[config.mk]
export PLATFORM = sky130hd
export DESIGN_NAME = bitmap_entry_allocator_flat
export DESIGN_NICKNAME = d
export VERILOG_FILES = /design/src/rtl/core/bea_pkg.sv /design/src/rtl/core/bea_if.sv /design/src/rtl/core/bea_ram.sv /design/src/rtl/core/bea_ctrl.sv /design/src/rtl/core/bitmap_entry_allocator.sv /design/src/flat_wrapper.sv
export SDC_FILE = /design/constraint.sdc
export NUM_CORES = 1
export LEC_CHECK = 0
export BUFFER_PORTS_ARGS = -buffer_cell sky130_fd_sc_hd__buf_2
export CORE_MARGIN = 2
export CORE_UTILIZATION = 41
export CTS_CLUSTER_DIAMETER = 40
export DETAILED_ROUTE_END_ITERATION = 8
export GPL_TIMING_DRIVEN = 0
export SLEW_MARGIN = 20
export SYNTH_ARGS = -nofsm -noshare
export SYNTH_HDL_FRONTEND = slang
export SYNTH_SLANG_ARGS = --single-unit
[constraint.sdc]
create_clock -name clk -period 13.77 [get_ports clk]
set_clock_uncertainty 0.15 [all_clocks]
set_input_delay 0.6885 -clock clk [delete_from_list [all_inputs] [get_ports clk]]
set_output_delay 0.6885 -clock clk [all_outputs]
set_load 0.02 [all_outputs]
[src/rtl/core/bea_pkg.sv]
`default_nettype none

package bea_pkg;

	// Map geometry
	localparam int MAX_ENTRIES   = 256;
	localparam int BITS_PER_WORD = 8;
	localparam int TOP_BIT       = 7;
	localparam int BIT_AW        = $clog2(BITS_PER_WORD);
	localparam int MAP_WORDS     = (MAX_ENTRIES + BITS_PER_WORD - 1) / BITS_PER_WORD;
	localparam int WORD_AW       = (MAP_WORDS > 1) ? $clog2(MAP_WORDS) : 1;
	localparam int POS_W         = WORD_AW + BIT_AW;

	// Field widths
	localparam int KIND_W   = 1;
	localparam int INDEX_W  = 8;
	localparam int STATUS_W = 2;
	localparam int FREE_W   = 9;
	localparam int CFG_W    = 9;
	localparam int CNT_W    = $clog2(MAX_ENTRIES + 1);
	localparam int EXT_W    = (CNT_W > CFG_W) ? CNT_W : CFG_W;

	localparam logic [CFG_W-1:0] ENTRY_COUNT_RST = CFG_W'(256);

	// Request kinds
	localparam logic [KIND_W-1:0] KIND_ALLOC   = 1'b0;
	localparam logic [KIND_W-1:0] KIND_RELEASE = 1'b1;

	typedef enum logic [STATUS_W-1:0] {
		STS_OK          = 2'd0,
		STS_FULL        = 2'd1,
		STS_BAD_RELEASE = 2'd2
	} status_t;

	typedef enum logic [1:0] {
		ST_IDLE,
		ST_SCAN,
		ST_REL,
		ST_DONE
	} state_t;

	typedef struct packed {
		status_t              status;
		logic [INDEX_W-1:0]   granted_index;
		logic [FREE_W-1:0]    free_count;
	} result_t;

endpackage

`default_nettype wire

[src/rtl/core/bea_if.sv]
`default_nettype none

interface bea_req_if;
	logic                             valid;
	logic                             ready;
	logic [bea_pkg::KIND_W-1:0]       kind;
	logic [bea_pkg::INDEX_W-1:0]      entry_index;

	modport source (output valid, output kind, output entry_index, input ready);
	modport sink   (input valid, input kind, input entry_index, output ready);
endinterface

interface bea_rsp_if;
	logic                             valid;
	logic                             ready;
	logic [bea_pkg::STATUS_W-1:0]     status;
	logic [bea_pkg::INDEX_W-1:0]      granted_index;
	logic [bea_pkg::FREE_W-1:0]       free_count;

	modport source (output valid, output status, output granted_index, output free_count,
		input ready);
	modport sink   (input valid, input status, input granted_index, input free_count,
		output ready);
endinterface

`default_nettype wire

[src/rtl/core/bea_ram.sv]
`default_nettype none

module bea_ram #(
	parameter int WIDTH = 8,
	parameter int DEPTH = 32
) (
	input  wire logic                     clk,
	input  wire logic                     we,
	input  wire logic [$clog2(DEPTH)-1:0] waddr,
	input  wire logic [WIDTH-1:0]         wdata,
	input  wire logic                     re,
	input  wire logic [$clog2(DEPTH)-1:0] raddr,
	output      logic [WIDTH-1:0]         rdata
);

	logic [WIDTH-1:0] mem_q [DEPTH];

	// Write port
	always_ff @(posedge clk) begin
		if (we) begin
			mem_q[waddr] <= wdata;
		end
	end

	// Registered read port
	always_ff @(posedge clk) begin
		if (re) begin
			rdata <= mem_q[raddr];
		end
	end

endmodule

`default_nettype wire

[src/rtl/core/bea_ctrl.sv]
`default_nettype none

module bea_ctrl (
	input  wire logic                       clk,
	input  wire logic                       arst_n,
	bea_req_if.sink                         req,
	input  wire logic [bea_pkg::CFG_W-1:0]  entry_count,
	output      logic                       res_valid,
	input  wire logic                       res_ready,
	output      bea_pkg::result_t           res
);

	localparam int WORD_AW = bea_pkg::WORD_AW;
	localparam int EXT_W   = bea_pkg::EXT_W;
	localparam int CNT_W   = bea_pkg::CNT_W;
	localparam int BIT_AW  = bea_pkg::BIT_AW;
	localparam int BPW     = bea_pkg::BITS_PER_WORD;

	bea_pkg::state_t                 state_q, state_d;
	logic [WORD_AW-1:0]              chk_s1, chk_d;
	logic [bea_pkg::INDEX_W-1:0]     idx_q, idx_d;
	logic [CNT_W-1:0]                used_q, used_d;
	bea_pkg::status_t                status_q, status_d;
	logic [bea_pkg::INDEX_W-1:0]     granted_q, granted_d;
	logic [bea_pkg::MAP_WORDS-1:0]   valid_q;
	logic                            set_valid;

	logic                            ram_we, ram_re;
	logic [WORD_AW-1:0]              ram_waddr, ram_raddr;
	logic [BPW-1:0]                  ram_wdata, ram_rdata;

	logic [EXT_W-1:0]                n_ext;
	logic [EXT_W-1:0]                used_ext;
	logic [WORD_AW-1:0]              rel_word;
	logic [BIT_AW-1:0]               rel_bit;
	logic [WORD_AW-1:0]              rd_word;
	logic [BPW-1:0]                  word_data;
	logic                            hit;
	logic [BIT_AW-1:0]               hit_pos;
	logic                            last_word;

	bea_ram #(
		.WIDTH (BPW),
		.DEPTH (bea_pkg::MAP_WORDS)
	) u_map (
		.clk   (clk),
		.we    (ram_we),
		.waddr (ram_waddr),
		.wdata (ram_wdata),
		.re    (ram_re),
		.raddr (ram_raddr),
		.rdata (ram_rdata)
	);

	// Active entry count, limited to the map depth
	always_comb begin
		if (EXT_W'(entry_count) > EXT_W'(bea_pkg::MAX_ENTRIES)) begin
			n_ext = EXT_W'(bea_pkg::MAX_ENTRIES);
		end else begin
			n_ext = EXT_W'(entry_count);
		end
	end

	assign used_ext = EXT_W'(used_q);
	assign rel_word = WORD_AW'(idx_q >> BIT_AW);
	assign rel_bit  = BIT_AW'(bea_pkg::TOP_BIT) - idx_q[BIT_AW-1:0];
	assign rd_word  = (state_q == bea_pkg::ST_REL) ? rel_word : chk_s1;

	// Words never written since reset read as all free
	assign word_data = valid_q[rd_word] ? ram_rdata : '0;

	// Lowest free entry of the word under check that lies below the active count
	always_comb begin
		logic [EXT_W-1:0] pos;
		hit     = 1'b0;
		hit_pos = '0;
		for (int j = 0; j < BPW; j++) begin
			pos = EXT_W'({chk_s1, BIT_AW'(j)});
			if (!hit && !word_data[bea_pkg::TOP_BIT - j] && (pos < n_ext)) begin
				hit     = 1'b1;
				hit_pos = BIT_AW'(j);
			end
		end
	end

	// Word under check holds the last active entry
	assign last_word = (EXT_W'({chk_s1, {BIT_AW{1'b1}}}) + EXT_W'(1)) >= n_ext;

	// Next state and memory access
	always_comb begin
		state_d   = state_q;
		chk_d     = chk_s1;
		idx_d     = idx_q;
		used_d    = used_q;
		status_d  = status_q;
		granted_d = granted_q;
		set_valid = 1'b0;
		ram_re    = 1'b0;
		ram_raddr = '0;
		ram_we    = 1'b0;
		ram_waddr = '0;
		ram_wdata = word_data;
		req.ready = 1'b0;
		res_valid = 1'b0;

		unique case (state_q)
			bea_pkg::ST_IDLE: begin
				req.ready = 1'b1;
				if (req.valid) begin
					idx_d     = req.entry_index;
					granted_d = '0;
					if (req.kind == bea_pkg::KIND_ALLOC) begin
						if (n_ext == '0) begin
							status_d = bea_pkg::STS_FULL;
							state_d  = bea_pkg::ST_DONE;
						end else begin
							ram_re    = 1'b1;
							ram_raddr = '0;
							chk_d     = '0;
							state_d   = bea_pkg::ST_SCAN;
						end
					end else begin
						ram_re    = 1'b1;
						ram_raddr = WORD_AW'(req.entry_index >> BIT_AW);
						state_d   = bea_pkg::ST_REL;
					end
				end
			end
			bea_pkg::ST_SCAN: begin
				if (hit) begin
					ram_we    = 1'b1;
					ram_waddr = chk_s1;
					ram_wdata = word_data;
					ram_wdata[BIT_AW'(bea_pkg::TOP_BIT) - hit_pos] = 1'b1;
					set_valid = 1'b1;
					used_d    = used_q + CNT_W'(1);
					status_d  = bea_pkg::STS_OK;
					granted_d = bea_pkg::INDEX_W'({chk_s1, hit_pos});
					state_d   = bea_pkg::ST_DONE;
				end else if (last_word) begin
					status_d = bea_pkg::STS_FULL;
					state_d  = bea_pkg::ST_DONE;
				end else begin
					// fetch the next word while this one is checked
					ram_re    = 1'b1;
					ram_raddr = chk_s1 + WORD_AW'(1);
					chk_d     = chk_s1 + WORD_AW'(1);
				end
			end
			bea_pkg::ST_REL: begin
				if ((EXT_W'(idx_q) < n_ext) && word_data[rel_bit]) begin
					ram_we    = 1'b1;
					ram_waddr = rel_word;
					ram_wdata = word_data;
					ram_wdata[rel_bit] = 1'b0;
					set_valid = 1'b1;
					if (used_q != '0) begin
						used_d = used_q - CNT_W'(1);
					end
					status_d = bea_pkg::STS_OK;
				end else begin
					status_d = bea_pkg::STS_BAD_RELEASE;
				end
				state_d = bea_pkg::ST_DONE;
			end
			bea_pkg::ST_DONE: begin
				res_valid = 1'b1;
				if (res_ready) begin
					state_d = bea_pkg::ST_IDLE;
				end
			end
			default: begin
				state_d = bea_pkg::ST_IDLE;
			end
		endcase
	end

	// Result, free count floored at zero
	always_comb begin
		res.status        = status_q;
		res.granted_index = granted_q;
		if (used_ext >= n_ext) begin
			res.free_count = '0;
		end else begin
			res.free_count = bea_pkg::FREE_W'(n_ext - used_ext);
		end
	end

	// Control state
	always_ff @(posedge clk or negedge arst_n) begin
		if (!arst_n) begin
			state_q <= bea_pkg::ST_IDLE;
			used_q  <= '0;
			valid_q <= '0;
		end else begin
			state_q <= state_d;
			used_q  <= used_d;
			if (set_valid) begin
				valid_q[ram_waddr] <= 1'b1;
			end
		end
	end

	// Working registers
	always_ff @(posedge clk) begin
		chk_s1    <= chk_d;
		idx_q     <= idx_d;
		status_q  <= status_d;
		granted_q <= granted_d;
	end

endmodule

`default_nettype wire

[src/rtl/core/bitmap_entry_allocator.sv]
// Channel  Dir  Fields                                    Transfer
// req      in   kind, entry_index                         req.valid & req.ready
// rsp      out  status, granted_index, free_count         rsp.valid & rsp.ready
// cfg      in   cfg_wdata (entry_count)                   cfg_we
//
// Allocate scans the use map one 8-entry memory word per cycle. Release reads the word,
// modifies and writes it, then gives the result. The map memory read latency sets the
// per-word pace.
// Reset clears the map through per-word valid flops; no clearing pass is needed.
// A result waits in the output register while the next request is taken; a request
// finishing while that register is still full stalls until it is taken.

`default_nettype none

module bitmap_entry_allocator (
	input  wire logic                       clk,
	input  wire logic                       arst_n,
	bea_req_if.sink                         req,
	bea_rsp_if.source                       rsp,
	input  wire logic                       cfg_we,
	input  wire logic [bea_pkg::CFG_W-1:0]  cfg_wdata
);

	logic [bea_pkg::CFG_W-1:0] entry_count_q;
	logic                      res_valid;
	logic                      res_ready;
	bea_pkg::result_t          res;
	logic                      out_valid_q;
	bea_pkg::result_t          out_q;

	// Hold the entry count register
	always_ff @(posedge clk or negedge arst_n) begin
		if (!arst_n) begin
			entry_count_q <= bea_pkg::ENTRY_COUNT_RST;
		end else if (cfg_we) begin
			entry_count_q <= cfg_wdata;
		end
	end

	bea_ctrl u_ctrl (
		.clk         (clk),
		.arst_n      (arst_n),
		.req         (req),
		.entry_count (entry_count_q),
		.res_valid   (res_valid),
		.res_ready   (res_ready),
		.res         (res)
	);

	// Output register: load when empty or being drained
	assign res_ready = !out_valid_q || rsp.ready;

	always_ff @(posedge clk or negedge arst_n) begin
		if (!arst_n) begin
			out_valid_q <= 1'b0;
		end else if (res_ready) begin
			out_valid_q <= res_valid;
		end
	end

	always_ff @(posedge clk) begin
		if (res_ready && res_valid) begin
			out_q <= res;
		end
	end

	assign rsp.valid         = out_valid_q;
	assign rsp.status        = out_q.status;
	assign rsp.granted_index = out_q.granted_index;
	assign rsp.free_count    = out_q.free_count;

endmodule

`default_nettype wire
[src/flat_wrapper.sv]
// flat-port wrapper written by rule: the top's interface ports become plain ports
module bitmap_entry_allocator_flat 
  (clk, arst_n, cfg_we, cfg_wdata, req_valid, req_kind, req_entry_index, req_ready, rsp_valid, rsp_status, rsp_granted_index, rsp_free_count, rsp_ready);
  bea_req_if req_i ();
  bea_rsp_if rsp_i ();
  input  wire logic clk;
  input  wire logic arst_n;
  input  wire logic cfg_we;
  input  wire logic [bea_pkg::CFG_W-1:0] cfg_wdata;
  input wire logic [$bits(req_i.valid)-1:0] req_valid;
  input wire logic [$bits(req_i.kind)-1:0] req_kind;
  input wire logic [$bits(req_i.entry_index)-1:0] req_entry_index;
  output wire logic [$bits(req_i.ready)-1:0] req_ready;
  output wire logic [$bits(rsp_i.valid)-1:0] rsp_valid;
  output wire logic [$bits(rsp_i.status)-1:0] rsp_status;
  output wire logic [$bits(rsp_i.granted_index)-1:0] rsp_granted_index;
  output wire logic [$bits(rsp_i.free_count)-1:0] rsp_free_count;
  input wire logic [$bits(rsp_i.ready)-1:0] rsp_ready;
  assign req_i.valid = req_valid;
  assign req_i.kind = req_kind;
  assign req_i.entry_index = req_entry_index;
  assign req_ready = req_i.ready;
  assign rsp_valid = rsp_i.valid;
  assign rsp_status = rsp_i.status;
  assign rsp_granted_index = rsp_i.granted_index;
  assign rsp_free_count = rsp_i.free_count;
  assign rsp_i.ready = rsp_ready;
  bitmap_entry_allocator u_core (.clk(clk), .arst_n(arst_n), .req(req_i), .rsp(rsp_i), .cfg_we(cfg_we), .cfg_wdata(cfg_wdata));
endmodule
[Yosys cells after proc, flatten, opt, wreduce, memory -nomap -nowiden]
Memories as Yosys holds them, arrays and structs flattened. A register that Yosys moved wholly into a read port is not among the register bits.
Index checks and enable logic that the tools add are counted.
Word-level totals
  register bits after elaboration: 95
  bits in latches: 0
  bits in writable memories: 256
  memory bits (read-only): 0
  input port bits: 23
  word-level logic and storage cells: 185
  memories kept: 1
Cells by class
  $add $sub $neg: 7
  multipliers: 0
  div/mod/pow operators: 0
  order comparisons: 19
  equality and inequality tests: 14
  shift-type cells: 0
  multiplexer cells: 79
  bitwise logic cells: 4
  reductions and logical operators: 49
Memory list
  u_core.u_ctrl.u_map.mem_q: depth 32, bits a word 8, read ports 1, clocked after memory_dff 1, write ports 1, RTL line bea_ram.sv:16  | logic [WIDTH-1:0] mem_q [DEPTH];
Operator list (count)
  $lt 8x9->1: 9
  $mux 5: 12
  $mux 8: 5
  $mux 9: 4
  $or 32x32->32: 1
  $pmux 8 s2: 2
  $pmux 5 s2: 3
  $mux 1: 25
  $mux 2: 12
  $logic_and 1x1->1: 20
  $ge 9x9->1: 2
  $mux 3: 6
  $pmux 9 s2: 1
  $logic_not 1->1: 16
  $ne 2x2->1 const B: 7
  $lt 5x6->1 const B: 2
  $add 8x1->9 const B: 1
  $add 9x1->9 const B: 1
  $gt 9x9->1 const B: 1
  $logic_not 9->1: 1
  $reduce_bool 9->1: 1
  $sub 9x1->9 const B: 1
  $sub 9x9->9: 1
  $and 8x8->8: 1
  27 further kinds: 37

[Depth between registers and ports, before layout]
  word-level depth: 44
  gate-level depth with buffers: 19
  gate-level depth less buffers: 15

[Cells and area by module]
From an unflattened synthesis, not the netlist that was laid out.
Unflattened totals
  cells, all modules: 1053
  area total of the unflattened synthesis: 16453.3 µm²
Modules (own cells, without submodules)
  bea_ram: instances 1, cells an instance 417, area an instance 10133.5 µm², sequential area each 7927.6 µm²
  bea_ctrl: instances 1, cells an instance 594, area an instance 5332.6 µm², sequential area each 1766.7 µm²
  bitmap_entry_allocator: instances 1, cells an instance 42, area an instance 987.2 µm², sequential area each 822.0 µm²

[Least setup slack after synthesis]
OpenSTA, ideal clock, no wires.
  kind: register to register
  start: register u_core.entry_count_q[8] (netlist bit)
  end: memory u_core.u_ctrl.u_map.mem_q[0][1], data pin
  library setup time: 0.454 ns
  data arrival time: 4.235 ns
  data required time: 13.166 ns
  slack: 8.931 ns
  cell stages (with the launch flop): 12
  buffers on the path: 1
  clock period less this slack: 4.839 ns
  cells stage by stage: dfstp_2 inv_1 clkbuf_1 nand2_1 ha_1 nor3b_1 o2111ai_1 a21boi_0 and2_1 nand2_1 or4b_2 o21ai_0
Between the ends
  cells in the longest elaborated chain, start to end: 41
  elaborated cells between the ends (all ways): 59
  classes of those cells: add/sub (1); order compare (12); mux (21); bitwise (1); reduce/logical (24)
Ends and longest elaborated chain
  start, declared: RTL line bitmap_entry_allocator.sv:24  | logic [bea_pkg::CFG_W-1:0] entry_count_q;
  start signal, assigned: RTL line bitmap_entry_allocator.sv:34  | entry_count_q <= bea_pkg::ENTRY_COUNT_RST;
  start signal, assigned: RTL line bitmap_entry_allocator.sv:36  | entry_count_q <= cfg_wdata;
  $gt 9x9->1: RTL line bea_ctrl.sv:57  | if (EXT_W'(entry_count) > EXT_W'(bea_pkg::MAX_ENTRIES)) begin
  $mux 9 (*): RTL line bea_ctrl.sv:57
  $lt 8x9->1: RTL line bea_ctrl.sv:79  | if (!hit && !word_data[bea_pkg::TOP_BIT - j] && (pos < n_ext)) begin
  $logic_and 1x1->1: RTL line bea_ctrl.sv:79
  $mux 1: RTL line bea_ctrl.sv:79
  $logic_not 1->1: RTL line bea_ctrl.sv:79
  $logic_and 1x1->1 (2 in a row): RTL line bea_ctrl.sv:79
  $mux 1: RTL line bea_ctrl.sv:79
  [25 not listed]
  $lt 3x4->1 (implied by the code) / $ge 3x1->1 (equally long branches): RTL line bea_ctrl.sv:134  | ram_wdata[BIT_AW'(bea_pkg::TOP_BIT) - hit_pos] = 1'b1;
  $logic_and 1x1->1 (implied by the code): RTL line bea_ctrl.sv:134
  $mux 1 (implied by the code): RTL line bea_ctrl.sv:134
  $demux 1 s3: RTL line bea_ctrl.sv:134
  $or 8x8->8 (no source line)
  $mux 8: RTL line bea_ctrl.sv:130  | if (hit) begin
  $pmux 8 s2 (*): RTL line bea_ctrl.sv:106  | unique case (state_q)
  named net u_core.u_ctrl.ram_wdata[1]: RTL line bea_ctrl.sv:30  | logic [BPW-1:0] ram_wdata, ram_rdata;
  end, declared: RTL line bea_ram.sv:16
The timed path passes the listed nets; every way through them passes the cells marked *.

[Final worst setup path]
  start: register u_core.entry_count_q[8] (netlist bit)
  end: register u_core.u_ctrl.u_map.rdata[3], read port of u_core.u_ctrl.u_map.mem_q, data pin
Between the ends
  cells in the longest elaborated chain, start to end: 35
  elaborated cells between the ends (all ways): 51
  classes of those cells: order compare (10); mux (18); reduce/logical (23)
Ends and longest elaborated chain
  $gt 9x9->1: RTL line bea_ctrl.sv:57
  $mux 9 (*): RTL line bea_ctrl.sv:57
  $lt 8x9->1: RTL line bea_ctrl.sv:79
  $logic_and 1x1->1: RTL line bea_ctrl.sv:79
  $mux 1: RTL line bea_ctrl.sv:79
  $logic_not 1->1: RTL line bea_ctrl.sv:79
  $logic_and 1x1->1 (2 in a row): RTL line bea_ctrl.sv:79
  $mux 1: RTL line bea_ctrl.sv:79
  [16 not listed]
  $logic_not 1->1: RTL line bea_ctrl.sv:79
  $logic_and 1x1->1 (2 in a row): RTL line bea_ctrl.sv:79
  $mux 1: RTL line bea_ctrl.sv:79
  $logic_not 1->1: RTL line bea_ctrl.sv:79
  $logic_and 1x1->1 (2 in a row): RTL line bea_ctrl.sv:79
  $mux 1: RTL line bea_ctrl.sv:79
  $mux 5 / $mux 1 (equally long branches): RTL line bea_ctrl.sv:130
  $pmux 5 s2 / $pmux 1 s2 (equally long branches): RTL line bea_ctrl.sv:106
  end, declared: RTL line bea_ram.sv:13  | output logic [WIDTH-1:0] rdata
Every way passes the cells marked *; elsewhere a longest branch is shown, timed or not.
A chain may end at the register's enable or synchronous reset.

==> results.md <==
* Status: completed
* CP max FO at 10
* GRT Util Overall at 0.216
* Largest family of logic cells by synthesized area: simple AND/OR/NAND/NOR gates
* Placed insts at 1,882
* CP Cell Sequence: inv_1, clkbuf_1, nand2_1, ha_1, nor3b_1, o2111ai_1, a21boi_0, o2111ai_1, nand2_1, nand4_1, nand2_2, buf_4, buf_4, mux2i_1, mux2i_1, a32oi_1, a22oi_1
* Non-filler cells, final at just under 2,000
* Top FF cell, synth: edfxtp_1
* Adder and majority cell fraction of the synthesized area at 0.0324
* Most used routing layer: met2
* Clock slew at reported path FFs at 0.05 ns
* Setup slack after layout at 7.86 ns
* Synth Net Count at about 1,400
* Post-route cell area at 0.0197 mm^2
* Post-CTS sizing at 0
* Crit path required time at 13.90 ns
* Worst IR drop on VDD at 0.000102 V
* Seq/Total Area, Yosys at 0.631
* Async S/R FF share, synth at 0.148
* Post-Synthesis Cells at 1,301
* Via Count at 11,200
* Grt total ovfl at 0
* Placed Instance Area at between 0.015 and 0.02 mm^2
* Power per Cell Area at 239 mW/mm^2
* Xor/xnor share of the synthesized area at 0.00893
* Cell area after synthesis at 0.0167 mm^2
* Ant. Diodes at 0
* Number of max-cap violations at 0
* Share of cells above drive strength 1 at 0.197
* Pre-CTS setup slack at approximately 8 ns
* Vias per cell at about 5.6
* Synth area leader: edfxtp_1
* Slowest Stage Delay on Critical Path at 0.52 ns
* Initial DRC Count at approximately 900
* CTS tree: yes
* Clock sinks at 359
* Post-synth top cells: 306 x edfxtp_1, 166 x nand2_1, 78 x mux2i_1, 65 x nand3_1, 56 x nor2_1
* HP Class: input pin to register
* Final setup TNS at 0 ns
* EDFF count, synth at 306
* Met1 Use GR at 0.290
* Worst setup SP type: register
* WP data arrival at 6.05 ns
* Initial core utilization at 0.418
* Total CTS buffers at 56
* Clk_lat worst skew at 0.62 ns
* Met3 Use GR at 0.0429
* Post-CTS Hold Buffers at 1
* Leak at approximately 0.0076 uW
* Max Fclk at ~170 MHz
* Final Max Slew Viols at 0
* Final setup fails at 0
* I/O Pins at 44
* Clk root buf: clkbuf_16
* Synth top area cells: edfxtp_1 55%, dfrtp_1 7.8%, mux2i_1 4.7%, nand2_1 3.7%, ha_1 3.0%
* Fin nets at 1,481
* Max-slew headroom at 0.248
* First-pass detailed-route iteration total at 5
* Global-route wire length before repair at 67.5 mm
* Drt drc at 0
* CP Capture Type: register
* Dpl hpwl at 31.6 mm
* GR Util met2 at 0.349
* Core Region at 0.0399 mm^2
* Post-synthesis compound-gate area fraction at 0.103
* Routability cong. at 0.886
* Final hold violation count at 0
* Post-Route WL at 44.8 mm
* Die width at approximately 200 um
* CP max-delay cell: nor3b_1
* RSZ-0062 raised after global routing: false
* Final worst path period share at 0.430
* Avg Inst Size Synth at 12.8 um^2
* Ys Warns at 0
* Worst Tran Pin Value at 1.12 ns
* Simple-gate share of the synthesized area at 0.135
* ANT nets after route at 0
* Die area at 0.0423 mm^2
* Seq cells post-synth at roughly 360
* Final Critical Period at 5.91 ns
* Routed WL per cell at 22.5 um
* Vias in the first global route at between 10,000 and 15,000
* Cell with the most instances after synthesis: edfxtp_1
* Crit Path Category: register to register
* Largest net degree at the start of global routing at 54
* Top cell type's share of synthesized area at 0.551
* Post-CTS Setup Inserts at 0
* Post-synthesis mux area share at 0.0612
* H-Tree Depth at 2
* Row count at 73
* Area delta synth->final at 18.4%
* Die Y at approximately 210 um
* Initial antenna violation count at 0
* Clock buffer depth at 3
* Total power at 4720 uW
* Library cells used by synthesis at 94
* Port buffer count at 42
cells by family (layout without fill, tap and decap cells):
kind of cell	after synthesis	count (layout)
flip-flops	359	359
adder cells (fa/ha/maj)	42	42
multiplexers	97	97
AND/OR/NAND/NOR	457	457
buffers and inverters	92	255
XOR/XNOR	17	17
AO/OA/AOI/OAI	237	237
stage by stage:
step           utilization  hold slack [ns]
2_1_floorplan            -            0.243
3_3_place_gp         0.439            0.253
3_5_place_dp         0.446            0.256
4_1_cts              0.494           0.0922
5_1_grt              0.494            0.106
6_report             0.494            0.118
registers in the layout (all words and copies together) (netlist names):
register,flops
u_core.u_ctrl.state_q,2
u_core.u_ctrl.granted_q,8
u_core.rsp.valid,1
u_core.u_ctrl.u_map.mem_q,256
u_core.u_ctrl.chk_s1,5
u_core.rsp.free_count,9
u_core.u_ctrl.used_ext,9
u_core.u_ctrl.valid_q,32
u_core.u_ctrl.status_q,2
u_core.entry_count_q,9
u_core.rsp.granted_index,8
u_core.u_ctrl.u_map.rdata,8
u_core.u_ctrl.idx_q,8
u_core.rsp.status,2
power by group:
group	internal (uW)	total, uW	switching, uW
Combinational	526	1610	1080
Clock	911	1440	530
Sequential	1590	1670	84.9
Total	3030	4720	1700
final timing paths:
kind                                                           to  cells past startpoint                                      from  slack, ns
max in group asynchronous     u_core.entry_count_q[7]$_DFFE_PN0P_                      2                                    arst_n      12.41
min in group asynchronous    u_core.u_ctrl.valid_q[7]$_DFFE_PN0P_                      2                                    arst_n       0.55
min reg2reg                 u_core.rsp.granted_index[1]$_DFFE_PP_                      0  u_core.u_ctrl.granted_q[1]$_SDFFCE_PN0P_       0.26
max                        u_core.u_ctrl.u_map.rdata[3]$_DFFE_PP_                     17       u_core.entry_count_q[8]$_DFFE_PN1P_       7.86
min                              u_core.u_ctrl.idx_q[2]$_DFFE_PP_                      1                        req_entry_index[2]       0.12
max reg2reg                u_core.u_ctrl.u_map.rdata[3]$_DFFE_PP_                     17       u_core.entry_count_q[8]$_DFFE_PN1P_       7.86
placed cells by master (no fill, tap or decap), types with 9 or more instances in the layout:
master,n
a22oi_1,13
a21oi_1,41
buf_2,61
a32oi_1,11
nor4_1,9
edfxtp_1,306
nor2_1,53
a31oi_1,16
nor2b_1,30
ha_1,40
or2_1,10
nor3_2,12
nand3_1,65
and3_1,13
mux2i_1,78
a21o_1,17
clkbuf_16,56
mux2_2,16
buf_4,25
and2_1,16
o21ai_0,31
dfrtp_1,52
or2_2,28
nor3_1,9
nand2_1,166
clkbuf_1,26
o22ai_1,18
nand2b_1,12
inv_1,35
xnor2_1,9
final cells by class:
class                           count  area, um^2
Sequential cell                   359       10500
Buffer                             56         333
Clock buffer                       66        1450
Inverter                           36         135
Multi-Input combinational cell    850        5790
Clock inverter                     40         487
Tap cell                          525         657
Timing Repair Buffer               57         368
Fill cell                        3436       20200
critical path, delay by kind of cell, from the launching register on:
| kind | cells | cell delay (ns) |
|---|---|---|
| fa+ha+maj | 1 | 0.37 |
| buf+inv | 4 | 0.98 |
| flops | 1 | 0.41 |
| simple gates | 5 | 1.64 |
| compound gates | 5 | 1.70 |
| mux | 2 | 0.32 |
per-layer routing:
metal  share of wire  wire length (um)
met5               0                 0
met4           0.030              1360
met3           0.066              2950
met2            0.47             21000
met1            0.44             19500
(Power assumes the default switching activity.)
